`src/sv/mthw_pkg.sv`:
```
// Shared constants, codes and result word layout for the heartbeat watchdog.
package mthw_pkg;

	localparam int MAX_TASKS = 8;
	localparam int TICK_BITS = 32;
	localparam int SLOT_W    = (MAX_TASKS > 1) ? $clog2(MAX_TASKS) : 1;
	localparam int CNT_W     = $clog2(MAX_TASKS + 1);

	localparam int DEADLINE_W = 32;
	localparam int RELOAD_W   = 12;
	localparam int DIV_W      = 9;
	localparam int PRESC_W    = 8;
	localparam int CMP_W      = (TICK_BITS > DEADLINE_W) ? TICK_BITS : DEADLINE_W;

	localparam logic [DEADLINE_W-1:0] DEADLINE_RST = DEADLINE_W'(2000);
	localparam logic [RELOAD_W-1:0]   RELOAD_RST   = RELOAD_W'(1875);
	localparam logic [DIV_W-1:0]      DIVIDER_RST  = DIV_W'(64);
	localparam logic [RELOAD_W-1:0]   WDT_RESET_LOAD = RELOAD_W'(1875);
	localparam logic [DIV_W-1:0]      DIV_MAX      = DIV_W'(256);

	typedef enum logic [2:0] {
		FN_TICK     = 3'd0,
		FN_WDCLK    = 3'd1,
		FN_REGISTER = 3'd2,
		FN_CHECKIN  = 3'd3,
		FN_CHECK    = 3'd4,
		FN_QUERY    = 3'd5
	} func_t;

	typedef enum logic [1:0] {
		REG_DEADLINE = 2'd0,
		REG_RELOAD   = 2'd1,
		REG_DIVIDER  = 2'd2,
		REG_ENABLE   = 2'd3
	} reg_idx_t;

	// result word, listed from the top bit down
	typedef struct packed {
		logic [3:0] pad;
		logic [3:0] task_count;
		logic       reset_request;
		logic [7:0] stalled_mask;
		logic       fed;
		logic       no_stall;
		logic       stalled;
		logic       accepted;
		logic [2:0] slot_out;
	} result_t;

endpackage

```
`src/sv/multi_task_heartbeat_watchdog.sv`:
```
// Top level of the multi-task heartbeat watchdog: control, watchdog counter and slot table.
//
// Clients take slots with a register event and refresh them with checkin; a slot is
// stalled once the wrapped tick distance since its last heartbeat exceeds deadline_ticks.
// A check event walks the registered slots and reloads the watchdog down-counter only if
// none is stalled; when the counter expires on a watchdog clock event the result word
// carries reset_request and the tick count, slot table and prescaler are cleared
// (configuration registers keep their values). Every input word gives exactly one result
// word. Heartbeat times live in a small synchronous RAM with registered read data, so
// the check walk issues one read per cycle. After acceptance, tick, watchdog clock,
// register and checkin results go straight to the output register; a query of a
// registered slot first passes one RAM read, and a check reads the registered slots in
// turn, compares each one behind its read and then closes the walk (with an empty table
// nothing is read). The input is taken again the cycle after the result has moved to
// the output register, even if that word has not been taken yet. While the output
// register still holds an untaken word, the next result waits and the input stalls.
// No clearing pass is needed after reset; slots beyond the fill count are never read.
module multi_task_heartbeat_watchdog (
	input  logic        clk,
	input  logic        arst_n,
	// APB configuration port
	input  logic        psel,
	input  logic        penable,
	input  logic        pwrite,
	input  logic [3:0]  paddr,
	input  logic [31:0] pwdata,
	output logic [31:0] prdata,
	output logic        pready,
	// input word
	input  logic        s_tvalid,
	output logic        s_tready,
	input  logic [7:0]  s_tdata,   // [3:0] slot, [7:4] zero
	input  logic [2:0]  s_tuser,   // [2:0] func
	// result word
	output logic        m_tvalid,
	input  logic        m_tready,
	output logic [23:0] m_tdata    // [2:0] slot_out, [3] accepted, [4] stalled,
	                               // [5] no_stall, [6] fed, [14:7] stalled_mask,
	                               // [15] reset_request, [19:16] task_count, [23:20] zero
);

	typedef enum logic [1:0] {
		ST_IDLE,
		ST_WALK,
		ST_QRY,
		ST_OUT
	} state_t;

	// configuration registers
	logic [mthw_pkg::DEADLINE_W-1:0] deadline_q;
	logic [mthw_pkg::RELOAD_W-1:0]   reload_q;
	logic [mthw_pkg::DIV_W-1:0]      div_q;
	logic                            en_q;

	// control and watchdog state
	state_t                         state_q;
	logic [mthw_pkg::TICK_BITS-1:0] tick_q;
	logic [mthw_pkg::CNT_W-1:0]     used_q;
	logic [mthw_pkg::RELOAD_W-1:0]  wdt_cnt_q;
	logic [mthw_pkg::PRESC_W-1:0]   presc_q;
	logic [mthw_pkg::CNT_W-1:0]     idx_q;
	logic                           rd_pend_s1;
	logic [mthw_pkg::SLOT_W-1:0]    rd_idx_s1;
	logic [mthw_pkg::MAX_TASKS-1:0] mask_q;
	mthw_pkg::result_t              res_q;
	mthw_pkg::result_t              out_q;
	logic                           m_tvalid_q;

	// datapath
	mthw_pkg::func_t                func_in;
	logic [3:0]                     slot_in;
	logic                           slot_ok;
	logic                           reg_ok;
	logic                           ram_we;
	logic [mthw_pkg::SLOT_W-1:0]    ram_waddr;
	logic [mthw_pkg::SLOT_W-1:0]    ram_raddr;
	logic [mthw_pkg::TICK_BITS-1:0] ram_rdata;
	logic [mthw_pkg::TICK_BITS-1:0] elapsed;
	logic                           stall_rd;
	logic [mthw_pkg::DIV_W-1:0]     div_eff;
	logic                           presc_wrap;
	logic                           wd_expire;
	logic                           walk_done;
	logic                           out_load;
	mthw_pkg::result_t              acc_res;
	mthw_pkg::result_t              chk_res;
	logic                           cfg_wr;
	mthw_pkg::reg_idx_t             cfg_idx;

	assign pready   = 1'b1;
	assign cfg_wr   = psel && penable && pwrite;
	assign cfg_idx  = mthw_pkg::reg_idx_t'(paddr[3:2]);

	assign s_tready = (state_q == ST_IDLE);
	assign m_tvalid = m_tvalid_q;
	assign m_tdata  = out_q;

	assign func_in  = mthw_pkg::func_t'(s_tuser);
	assign slot_in  = s_tdata[3:0];
	// slots fill in order and clear together, so valid means below the fill count
	assign slot_ok  = ({1'b0, slot_in} < {1'b0, used_q});
	assign reg_ok   = (used_q < mthw_pkg::CNT_W'(mthw_pkg::MAX_TASKS));

	// heartbeat writes happen only on accept in idle; reads serve the walk or a query
	always_comb begin
		ram_we    = 1'b0;
		ram_waddr = mthw_pkg::SLOT_W'(slot_in);
		if (state_q == ST_IDLE && s_tvalid) begin
			if (func_in == mthw_pkg::FN_REGISTER) begin
				ram_we    = reg_ok;
				ram_waddr = mthw_pkg::SLOT_W'(used_q);
			end else if (func_in == mthw_pkg::FN_CHECKIN) begin
				ram_we    = slot_ok;
			end
		end
		ram_raddr = (state_q == ST_WALK) ? mthw_pkg::SLOT_W'(idx_q)
		                                 : mthw_pkg::SLOT_W'(slot_in);
	end

	mthw_ram #(
		.WIDTH(mthw_pkg::TICK_BITS),
		.DEPTH(mthw_pkg::MAX_TASKS)
	) u_last_seen (
		.clk  (clk),
		.we   (ram_we),
		.waddr(ram_waddr),
		.wdata(tick_q),
		.raddr(ram_raddr),
		.rdata(ram_rdata)
	);

	// wrapped distance since last heartbeat against the deadline
	assign elapsed  = tick_q - ram_rdata;
	assign stall_rd = (mthw_pkg::CMP_W'(elapsed) > mthw_pkg::CMP_W'(deadline_q));

	// divider: zero acts as one, anything above 256 as 256
	always_comb begin
		if (div_q == '0) begin
			div_eff = mthw_pkg::DIV_W'(1);
		end else if (div_q > mthw_pkg::DIV_MAX) begin
			div_eff = mthw_pkg::DIV_MAX;
		end else begin
			div_eff = div_q;
		end
	end
	assign presc_wrap = ({1'b0, presc_q} + mthw_pkg::DIV_W'(1)) >= div_eff;
	assign wd_expire  = en_q && presc_wrap && (wdt_cnt_q <= mthw_pkg::RELOAD_W'(1));

	assign walk_done  = (idx_q >= used_q) && !rd_pend_s1;
	assign out_load   = (state_q == ST_OUT) && (!m_tvalid_q || m_tready);

	// result fields settled at accept time
	always_comb begin
		acc_res            = '0;
		acc_res.task_count = 4'(used_q);
		case (func_in)
			mthw_pkg::FN_WDCLK: begin
				if (wd_expire) begin
					acc_res.reset_request = 1'b1;
					acc_res.task_count    = '0;
				end
			end
			mthw_pkg::FN_REGISTER: begin
				if (reg_ok) begin
					acc_res.slot_out   = 3'(used_q);
					acc_res.accepted   = 1'b1;
					acc_res.task_count = 4'(used_q + 1'b1);
				end
			end
			mthw_pkg::FN_CHECKIN: begin
				acc_res.accepted = slot_ok;
			end
			default: ;
		endcase
	end

	// check result once the walk has finished
	always_comb begin
		chk_res              = res_q;
		chk_res.stalled_mask = 8'(mask_q);
		chk_res.no_stall     = (mask_q == '0);
		chk_res.fed          = (mask_q == '0);
	end

	always_comb begin
		case (cfg_idx)
			mthw_pkg::REG_DEADLINE: prdata = 32'(deadline_q);
			mthw_pkg::REG_RELOAD:   prdata = 32'(reload_q);
			mthw_pkg::REG_DIVIDER:  prdata = 32'(div_q);
			mthw_pkg::REG_ENABLE:   prdata = 32'(en_q);
			default:                prdata = '0;
		endcase
	end

	always_ff @(posedge clk or negedge arst_n) begin
		if (!arst_n) begin
			deadline_q <= mthw_pkg::DEADLINE_RST;
			reload_q   <= mthw_pkg::RELOAD_RST;
			div_q      <= mthw_pkg::DIVIDER_RST;
			en_q       <= 1'b1;
		end else if (cfg_wr) begin
			case (cfg_idx)
				mthw_pkg::REG_DEADLINE: deadline_q <= pwdata[mthw_pkg::DEADLINE_W-1:0];
				mthw_pkg::REG_RELOAD:   reload_q   <= pwdata[mthw_pkg::RELOAD_W-1:0];
				mthw_pkg::REG_DIVIDER:  div_q      <= pwdata[mthw_pkg::DIV_W-1:0];
				mthw_pkg::REG_ENABLE:   en_q       <= pwdata[0];
				default: ;
			endcase
		end
	end

	always_ff @(posedge clk or negedge arst_n) begin
		if (!arst_n) begin
			state_q    <= ST_IDLE;
			tick_q     <= '0;
			used_q     <= '0;
			wdt_cnt_q  <= mthw_pkg::WDT_RESET_LOAD;
			presc_q    <= '0;
			idx_q      <= '0;
			rd_pend_s1 <= 1'b0;
			rd_idx_s1  <= '0;
			mask_q     <= '0;
			res_q      <= '0;
			out_q      <= '0;
			m_tvalid_q <= 1'b0;
		end else begin
			// output register: load a finished result, else drop a taken word
			if (out_load) begin
				out_q      <= res_q;
				m_tvalid_q <= 1'b1;
			end else if (m_tready) begin
				m_tvalid_q <= 1'b0;
			end
			case (state_q)
				ST_IDLE: begin
					if (s_tvalid) begin
						res_q <= acc_res;
						if (func_in == mthw_pkg::FN_CHECK) begin
							state_q <= ST_WALK;
						end else if (func_in == mthw_pkg::FN_QUERY && slot_ok) begin
							state_q <= ST_QRY;
						end else begin
							state_q <= ST_OUT;
						end
						case (func_in)
							mthw_pkg::FN_TICK: begin
								tick_q <= tick_q + 1'b1;
							end
							mthw_pkg::FN_WDCLK: begin
								if (en_q) begin
									if (presc_wrap) begin
										presc_q <= '0;
										if (wd_expire) begin
											// expiry: clear ticks, table and prescaler
											tick_q    <= '0;
											used_q    <= '0;
											wdt_cnt_q <= reload_q;
										end else begin
											wdt_cnt_q <= wdt_cnt_q - 1'b1;
										end
									end else begin
										presc_q <= presc_q + 1'b1;
									end
								end
							end
							mthw_pkg::FN_REGISTER: begin
								if (reg_ok) begin
									used_q <= used_q + 1'b1;
								end
							end
							mthw_pkg::FN_CHECK: begin
								idx_q      <= '0;
								mask_q     <= '0;
								rd_pend_s1 <= 1'b0;
							end
							default: ;
						endcase
					end
				end
				ST_WALK: begin
					// read slot idx while comparing the slot read last cycle
					if (rd_pend_s1 && stall_rd) begin
						mask_q[rd_idx_s1] <= 1'b1;
					end
					if (idx_q < used_q) begin
						rd_pend_s1 <= 1'b1;
						rd_idx_s1  <= mthw_pkg::SLOT_W'(idx_q);
						idx_q      <= idx_q + 1'b1;
					end else begin
						rd_pend_s1 <= 1'b0;
					end
					if (walk_done) begin
						res_q <= chk_res;
						if (mask_q == '0) begin
							wdt_cnt_q <= reload_q;
						end
						state_q <= ST_OUT;
					end
				end
				ST_QRY: begin
					res_q.stalled <= stall_rd;
					state_q       <= ST_OUT;
				end
				ST_OUT: begin
					if (out_load) begin
						state_q <= ST_IDLE;
					end
				end
				default: state_q <= ST_IDLE;
			endcase
		end
	end

	a_used_bound: assert property (@(posedge clk) disable iff (!arst_n)
		used_q <= mthw_pkg::CNT_W'(mthw_pkg::MAX_TASKS))
		else $error("slot fill count beyond table size");

	a_feed_reload: assert property (@(posedge clk) disable iff (!arst_n)
		(state_q == ST_WALK && walk_done && mask_q == '0) |=> (wdt_cnt_q == $past(reload_q)))
		else $error("healthy check did not reload watchdog counter");

	a_fed_healthy: assert property (@(posedge clk) disable iff (!arst_n)
		(m_tvalid_q && out_q.fed) |-> (out_q.no_stall && out_q.stalled_mask == '0))
		else $error("feed reported with stalled slots");

	a_expiry_clear: assert property (@(posedge clk) disable iff (!arst_n)
		(m_tvalid_q && out_q.reset_request) |-> (out_q.task_count == '0))
		else $error("expiry word shows registered slots");

endmodule

```
`src/sv/mthw_ram.sv`:
```
// Generic single-port-write, single-port-read RAM with registered read data.
module mthw_ram #(
	parameter int WIDTH = 32,
	parameter int DEPTH = 8
) (
	input  logic                           clk,
	input  logic                           we,
	input  logic [$clog2(DEPTH)-1:0]       waddr,
	input  logic [WIDTH-1:0]               wdata,
	input  logic [$clog2(DEPTH)-1:0]       raddr,
	output logic [WIDTH-1:0]               rdata
);

	logic [WIDTH-1:0] mem [DEPTH];

	always_ff @(posedge clk) begin
		if (we) begin
			mem[waddr] <= wdata;
		end
		rdata <= mem[raddr];
	end

endmodule

```
`config.mk`:
```
export PLATFORM = sky130hd
export DESIGN_NAME = multi_task_heartbeat_watchdog
export DESIGN_NICKNAME = d
export VERILOG_FILES = /design/src/sv/mthw_pkg.sv /design/src/sv/multi_task_heartbeat_watchdog.sv /design/src/sv/mthw_ram.sv
export SDC_FILE = /design/constraint.sdc
export NUM_CORES = 1
export LEC_CHECK = 0
export ABC_CLOCK_PERIOD_IN_PS = 4900
export BUFFER_PORTS_ARGS = -buffer_cell sky130_fd_sc_hd__buf_2
export CORE_ASPECT_RATIO = 0.9
export CORE_UTILIZATION = 27
export DETAILED_ROUTE_END_ITERATION = 7
export GPL_TIMING_DRIVEN = 0
export SETUP_SLACK_MARGIN = 0.02
export SLEW_MARGIN = 30
export SYNTH_ARGS = -nofsm -noshare
export SYNTH_HDL_FRONTEND = slang
export SYNTH_SLANG_ARGS = --single-unit
```
`constraint.sdc`:
```
create_clock -name clk -period 4.9 [get_ports clk]
set_input_delay 0.49 -clock clk [delete_from_list [all_inputs] [get_ports clk]]
set_output_delay 0.49 -clock clk [all_outputs]
set_load 0.02 [all_outputs]
```
==> qor.yml, run 1 <==
run_status:
  status: "completed"
pwr:
  ir_worst_vdd_mv: 0.256
  total_leakage_power_nw: 9.59
  power.density_nw_per_um2: 496
routing:
  drt-pass1-iter-count: 5
  ant_nets: 0
  routedWlPerCell_um: 19.2
  drtIter0Drc: 1114
  vias_per_cell: 4.91
  vias: 14258
  wirelength_um: 55800
  drc_errors: 0
synth:
  synthXorXnorAreaFrac_pct: 1.73
  yosys.area_share.adder_pct: 5.40
  synth-compound-area-share_pct: 9.62
  yosys-top-cells-count: "256 x edfxtp_1, 145 x dfrtp_1, 144 x nand2_1, 131 x o21ai_0, 93 x inv_1"
  synthCells: 1653
  synth.cell_area_sq_um: 21200
  synth_top_family_by_area: "multiplexers"
  synthMostInstantiatedCell: "edfxtp_1"
  muxShareOfSynthArea_pct: 12.1
  synth_top_area_cell: "edfxtp_1"
  synth.avg_cell_area_sq_um: 12.8
  synth.area.top_cells: "edfxtp_1 36%, dfrtp_1 17%, mux4_2 6.9%"
  synth-warning-count: 0
  synth_seq_area_share_pct: 59.0
  ys_types: 76
  synth_top_area_share_pct: 36.2
  synth_flop_cell: "edfxtp_1"
  ys_seq_elements: 455
  async_flop_share_pct: 36.7
  yosys.area_share.simple_pct: 9.09
  synth_edf_count: 256
layout:
  final_core_util_pct: 32.7
  post-route-cell-area_sq_um: 25500
  area_growth_pct: 19.9
  drive_gt1_share_pct: 22.7
  nFillCells: 7603
  finish.net_count: 1970
  fin_cells: 2904
floorplanning:
  die-area_sq_um: 79800
  start_util_pct: 27.3
  dieWidth_um: 298
  row_count: 97
  coreArea_sq_um: 77800
  die_h_um: 268
  ioPinCount: 113
placed_design:
  dp_hpwl_um: 40100
  dpl.cell_count: 2808
  port_buffers: 99
  post-place-ws_ns: -1.22
  gp_congestion: 0.917
  placed_cell_area_sq_um: 23500
sta:
  skew_ns: 0.0275
  maxSlewHeadroom_pct: 37.0
  worst_pin_slew_ns: 0.944
  hold_violations: 0
  period_share_pct: 98.6
  fin_ws_ns: 0.0667
  period_minus_slack_ns: 4.83
  slew_violations: 0
  timing.hold.ws_ns: 0.0891
  setup_viol: 0
  rsz0062_at_grt: "yes"
  fmax_ghz: 0.207
critical_path:
  regToRegEndpoint: "mask_q[1]"
  path_cells: "inv_2 > ha_4 > inv_2 > fa_2 > a21o_1 > a221oi_4 > o31a_1 > a211oi_4 > or4_4 > a31oi_4 > o21ai_2 > xor2_1 > ha_1 > nand4_1 > nor4bb_4 > nor2_1 > o221ai_2 > o311ai_4 > nor3b_4 > a21oi_1 > nor2_1"
  cp-end-kind: "flip-flop"
  crit_type: "reg2reg"
  slowest_stage: "or4_4"
  required_ns: 5.43
  max_stage_delay_ns: 0.44
  crit_path_end: "mask_q[1]"
  start_kind: "flip-flop"
  r2r_slack_ns: 0.07
  worst_r2r_path_depth: 21
  critPathLaunch: "tick_q[0]"
  worstPathArrival_ns: 5.37
  crit_fanout: 4
  r2r_start: "tick_q[0]"
clocking:
  cts_made_buffers: 47
  root_buffer: "clkbuf_16"
  cts_buffer_depth: 3
  cts.clk_slew.worst_paths_ns: 0.07
  cts_tree: "yes"
  h-tree-depth: 2
  clock-sinks: 455
  clk_latency_ns: 0.61
global_route:
  grt_pass1_vias: 14169
  grtUsageTotal_pct: 13.8
  antenna_found_initial: 1
  grt_start_max_net_pins: 61
  grt_pass1_wl_um: 84900
  overflow: 0
min_path:
  hold_path.class: "in2reg"
flow_run:
  drv_cap: 0
==> critical path: cells and delay by family (launching register included) <==
family | cells | cell delay (ns)
adder cells (fa/ha/maj) | 3 | 0.82
AND/OR/NAND/NOR | 6 | 1.55
AO/OA/AOI/OAI | 9 | 1.64
XOR/XNOR | 1 | 0.17
buffers and inverters | 2 | 0.11
flip-flops | 1 | 0.43
==> final cells by class <==
cell class	instances	area [sq um]	share of cell area [%]
Multi-Input combinational cell	1037	8290	32.6
Clock inverter	30	430	1.69
Clock buffer	58	1290	5.07
Antenna cell	1	2.50	0.00983
Buffer	69	302	1.18
Sequential cell	455	12500	49.3
Inverter	95	357	1.40
Timing Repair Buffer	120	946	3.72
Tap cell	1039	1300	5.11
==> how the worst min path moves through the flow <==
stage                from              to  slack (ns)  depth (start not counted)
4_1_cts        pwdata[15]  deadline_q[15]        0.06                          3
3_5_place_dp       arst_n        div_q[4]        0.44                          1
2_1_floorplan      arst_n      chk_res[0]        0.19                          0
6_report       pwdata[15]  deadline_q[15]        0.09                          3
3_3_place_gp    res_q[12]       res_q[12]        0.46                          2
5_1_grt        pwdata[20]  deadline_q[20]        0.09                          3
==> what timing repair did <==
action,in CTS,in global routing
buffers inserted,3,3
pin swaps,6,19
hold buffers,1,0
gates resized for setup,19,13
endpoints found under the setup margin,9,9
endpoints found under the hold margin,37,0
==> metrics by stage <==
step	TNS [ns]	total power, mW
after floorplan	0	7.39
after global placement	-129.40	8.43
after detailed placement	-9.79	8.57
after CTS	0	12.7
after global routing	-0.738	13.3
final	0	12.6
==> sequential cells by signal (all words and copies together), names as in the netlist, 10 cells and up <==
name / count
tick_q: 32
u_last_seen.rdata: 32
deadline_q: 32
m_tdata: 19
u_last_seen.mem: 256
reload_q: 12
chk_res: 10
wdt_cnt_q: 12
==> layout by cell type (no fill, tap or decap), drive strengths merged, types with 6 or more instances in the layout <==
| cell | netlist | final |
|---|---|---|
| nor3 | 49 | 49 |
| mux2 | 76 | 76 |
| o31ai | 6 | 6 |
| xor2 | 13 | 13 |
| o21a | 7 | 7 |
| nand2 | 146 | 146 |
| inv | 93 | 96 |
| dfstp | 22 | 22 |
| mux2i | 24 | 24 |
| clkinv | 2 | 16 |
| bufinv | 0 | 9 |
| edfxtp | 256 | 256 |
| ha | 90 | 90 |
| a31oi | 15 | 15 |
| a21oi | 81 | 81 |
| mux4 | 65 | 65 |
| and3 | 17 | 17 |
| o21ai | 133 | 133 |
| nor4 | 10 | 10 |
| buf | 14 | 131 |
| nor2b | 7 | 7 |
| clkbuf | 55 | 115 |
| dfxtp | 32 | 32 |
| and2 | 6 | 6 |
| a21o | 19 | 19 |
| dfrtp | 145 | 145 |
| nand3 | 28 | 28 |
| o2bb2ai | 7 | 7 |
| nand4 | 23 | 23 |
| xnor2 | 29 | 29 |
| nor2 | 72 | 72 |
| a22o | 12 | 12 |
| nand2b | 8 | 8 |
| or3 | 12 | 12 |
==> routing by layer <==
layer  GRT usage [%]  routed length (um)  up-vias
li1                -                   -     6500
met1            19.2               25900     7196
met2            21.2               24200      459
met3            3.41                4250      103
met4            4.43                1520        0
met5               0                   0        -
==> where the power goes <==
| part | leakage [nW] | switching [mW] | internal, mW | total (mW) |
|---|---|---|---|---|
| Sequential | 4.34 | 0.324 | 4.50 | 4.83 |
| Clock | 0.830 | 1.58 | 2.37 | 3.95 |
| Combinational | 4.42 | 2.28 | 1.57 | 3.85 |
| Total | 9.59 | 4.19 | 8.45 | 12.6 |
==> kinds of logic (layout without fill, tap and decap cells) <==
family          Yosys count  after routing
flops                   455            455
simple gates            400            400
compound gates          334            334
mux                     165            165
buf+inv                 164            372
fa+ha+maj                91             91
xor+xnor                 42             42
other cells               2              6
Note: power is estimated with default switching activity, not from simulation.
==> inputs of run 2 (changes only) <==
--- a/config.mk
+++ b/config.mk
@@ -11,6 +11,7 @@
 export CORE_UTILIZATION = 27
 export DETAILED_ROUTE_END_ITERATION = 7
 export GPL_TIMING_DRIVEN = 0
+export REMOVE_ABC_BUFFERS = 1
 export SETUP_SLACK_MARGIN = 0.02
 export SLEW_MARGIN = 30
 export SYNTH_ARGS = -nofsm -noshare
==> run 2 against run 1 <==
Net effect: sequential power about the same; die area unchanged; clock skew up 0.013 ns; largest cell class unchanged; highest routed layer unchanged.
==> qor.yml, run 2 (synthesized netlist as in run 1, its figures left out) <==
clocking:
  root_buffer: "clkbuf_16"  # unchanged
  cts_tree: "yes"  # unchanged
  h-tree-depth: 2  # unchanged
  clk_latency_ns: 0.60  # was 0.61 ns
  cts_buffer_depth: 3  # unchanged
  cts_made_buffers: 47  # unchanged
  cts.clk_slew.worst_paths_ns: 0.07  # about the same
  clock-sinks: 455  # unchanged
sta:
  fmax_ghz: 0.209  # was 0.207 GHz
  rsz0062_at_grt: "yes"  # unchanged
  maxSlewHeadroom_pct: 34.2  # was 37.0%
  period_minus_slack_ns: 4.79  # was 4.83 ns
  hold_violations: 0  # unchanged
  skew_ns: 0.0400  # was 0.0275 ns
  timing.hold.ws_ns: 0.0917  # was 0.0891 ns
  fin_ws_ns: 0.105  # was 0.0667 ns
  period_share_pct: 97.9  # was 98.6%
  setup_viol: 0  # unchanged
  worst_pin_slew_ns: 0.988  # was 0.944 ns
  slew_violations: 0  # unchanged
  setup_tns_ns: 0  # unchanged
critical_path:
  crit_type: "reg2reg"  # unchanged
  slowest_stage: "or4_4"  # unchanged
  worstPathArrival_ns: 5.26  # was 5.37 ns
  start_kind: "flip-flop"  # unchanged
  r2r_slack_ns: 0.11  # was 0.07 ns
  path_buf_inv: 6  # was 2
  required_ns: 5.36  # was 5.43 ns
  cp-end-kind: "flip-flop"  # unchanged
  worst_r2r_path_depth: 25  # was 21
  r2r_start: "tick_q[0]"  # unchanged
  max_stage_delay_ns: 0.44  # about the same
  regToRegEndpoint: "mask_q[5]"  # was mask_q[1]
  crit_family: "compound AO/OA/AOI/OAI gates"  # unchanged
  crit_fanout: 3  # was 4
layout:
  regMostFlops: "u_last_seen.mem"  # unchanged
  layout_commonest_cell: "edfxtp_1"  # unchanged
  area_growth_pct: 20.5  # was 19.9%
  drive_gt1_share_pct: 24.8  # was 22.7%
  mostFrequentLayoutCells: "256 x edfxtp_1, 144 x nand2_1, 139 x dfrtp_1"  # was 256 x edfxtp_1, 144 x nand2_1, 141 x dfrtp_1
  finish.net_count: 1933  # was 1970
  largest_reg_flops: 256  # unchanged
  post-route-cell-area_sq_um: 25600  # was 25500 sq um
  final_core_util_pct: 32.9  # was 32.7%
global_route:
  grt_pass1_wl_um: 80300  # was 84900 um
  grt_pass1_vias: 13837  # was 14169
  grt_start_max_net_pins: 81  # was 61
  grtUsageTotal_pct: 12.9  # was 13.8%
  antenna_found_initial: 0  # was 1
  overflow: 0  # unchanged
placed_design:
  dp_hpwl_um: 36800  # was 40100 um
  placed_cell_area_sq_um: 23600  # was 23500 sq um
  post-place-ws_ns: -1.63  # was -1.22 ns
  gp_congestion: 0.832  # was 0.917
  port_buffers: 101  # was 99
floorplanning:
  dieWidth_um: 298  # unchanged
  ioPinCount: 113  # unchanged
  die_h_um: 268  # unchanged
  row_count: 97  # unchanged
  start_util_pct: 27.3  # unchanged
  die-area_sq_um: 79800  # unchanged
  coreArea_sq_um: 77800  # unchanged
routing:
  vias_per_cell: 4.82  # was 4.91
  drc_errors: 0  # unchanged
  wirelength_um: 52100  # was 55800 um
  drtIter0Drc: 950  # was 1114
  drt-pass1-iter-count: 5  # unchanged
  vias: 13808  # was 14258
  routedWlPerCell_um: 18.2  # was 19.2 um
  ant_nets: 0  # unchanged
min_path:
  hold_path_depth: 3  # unchanged
  hp-start: "pwdata[29]"  # was pwdata[15]
  hold_end: "deadline_q[29]"  # was deadline_q[15]
  hold_path.class: "in2reg"  # unchanged
pwr:
  power.density_nw_per_um2: 482  # was 496 nW/um^2
  total_leakage_power_nw: 9.62  # was 9.59 nW
  ir_worst_vdd_mv: 0.317  # was 0.256 mV
run_status:
  status: "completed"  # unchanged
flow_run:
  drv_cap: 0  # unchanged
[run 2: cell count changes in the layout (fill, tap and decap cells not counted), moves of 3 or more]
cell	previous run	this run
clkbuf_1	56	4
buf_8	1	13
bufinv_16	9	1
clkbuf_2	7	0
buf_16	14	19
buf_4	12	16
clkbuf_8	3	7
buf_6	1	4
inv_6	1	4
nor2_1	64	61
[run 2: final cells by class]
type / instances / area, sq um
clock inverters: 26 / 218
clock buffers: 62 / 1390
inverters: 95 / 357
diodes: 1 / 2.50
multi-input cells: 1037 / 8390
fillers: 7518 / 52200
flip-flops and latches: 455 / 12500
well taps: 1039 / 1300
repair buffers: 152 / 1390
[run 2: how the worst max path moves through the flow]
stage | from | end | cells past startpoint
detailed placement | tick_q[0] | mask_q[6] | 21
finish | tick_q[0] | mask_q[5] | 25
global placement | state_q[1] | u_last_seen.rdata[13] | 5
global route | tick_q[0] | mask_q[0] | 25
CTS | tick_q[0] | mask_q[5] | 24
floorplan | state_q[1] | u_last_seen.rdata[0] | 5
[run 2: repair_timing]
item,in CTS,in global routing
gates resized for setup,26,17
setup endpoints to repair,9,9
pin swaps,13,14
hold endpoints to repair,44,0
buffers inserted,9,4
gates cloned,0,0
hold buffers,1,0
[run 2: per-stage QoR]
stage	instances	power, mW
6_report	2867	12.3
5_1_grt	2866	13.0
4_1_cts	2862	12.3
3_5_place_dp	2764	8.55
3_3_place_gp	2727	8.29
2_1_floorplan	1587	7.43
[run 2: tightest hold or removal path: cells and delay by family]
family	cells	cell delay, ns
compound gates	1	0.06
simple gates	1	0.03
buf+inv	1	0.07
[run 2: report_power, final]
part | internal [mW] | switching (mW) | total [mW]
clock | 2.08 | 1.57 | 3.64
sequential | 4.50 | 0.313 | 4.82
combinational | 1.70 | 2.18 | 3.88
total | 8.28 | 4.06 | 12.3
[run 2: per-layer routing]
layer	track usage [%]	share of wire, %	up-vias
li1	-	-	6437
met1	17.4	46	6937
met2	21.5	47	363
met3	1.99	5.1	71
met4	3.93	2.4	0
met5	0	0	-
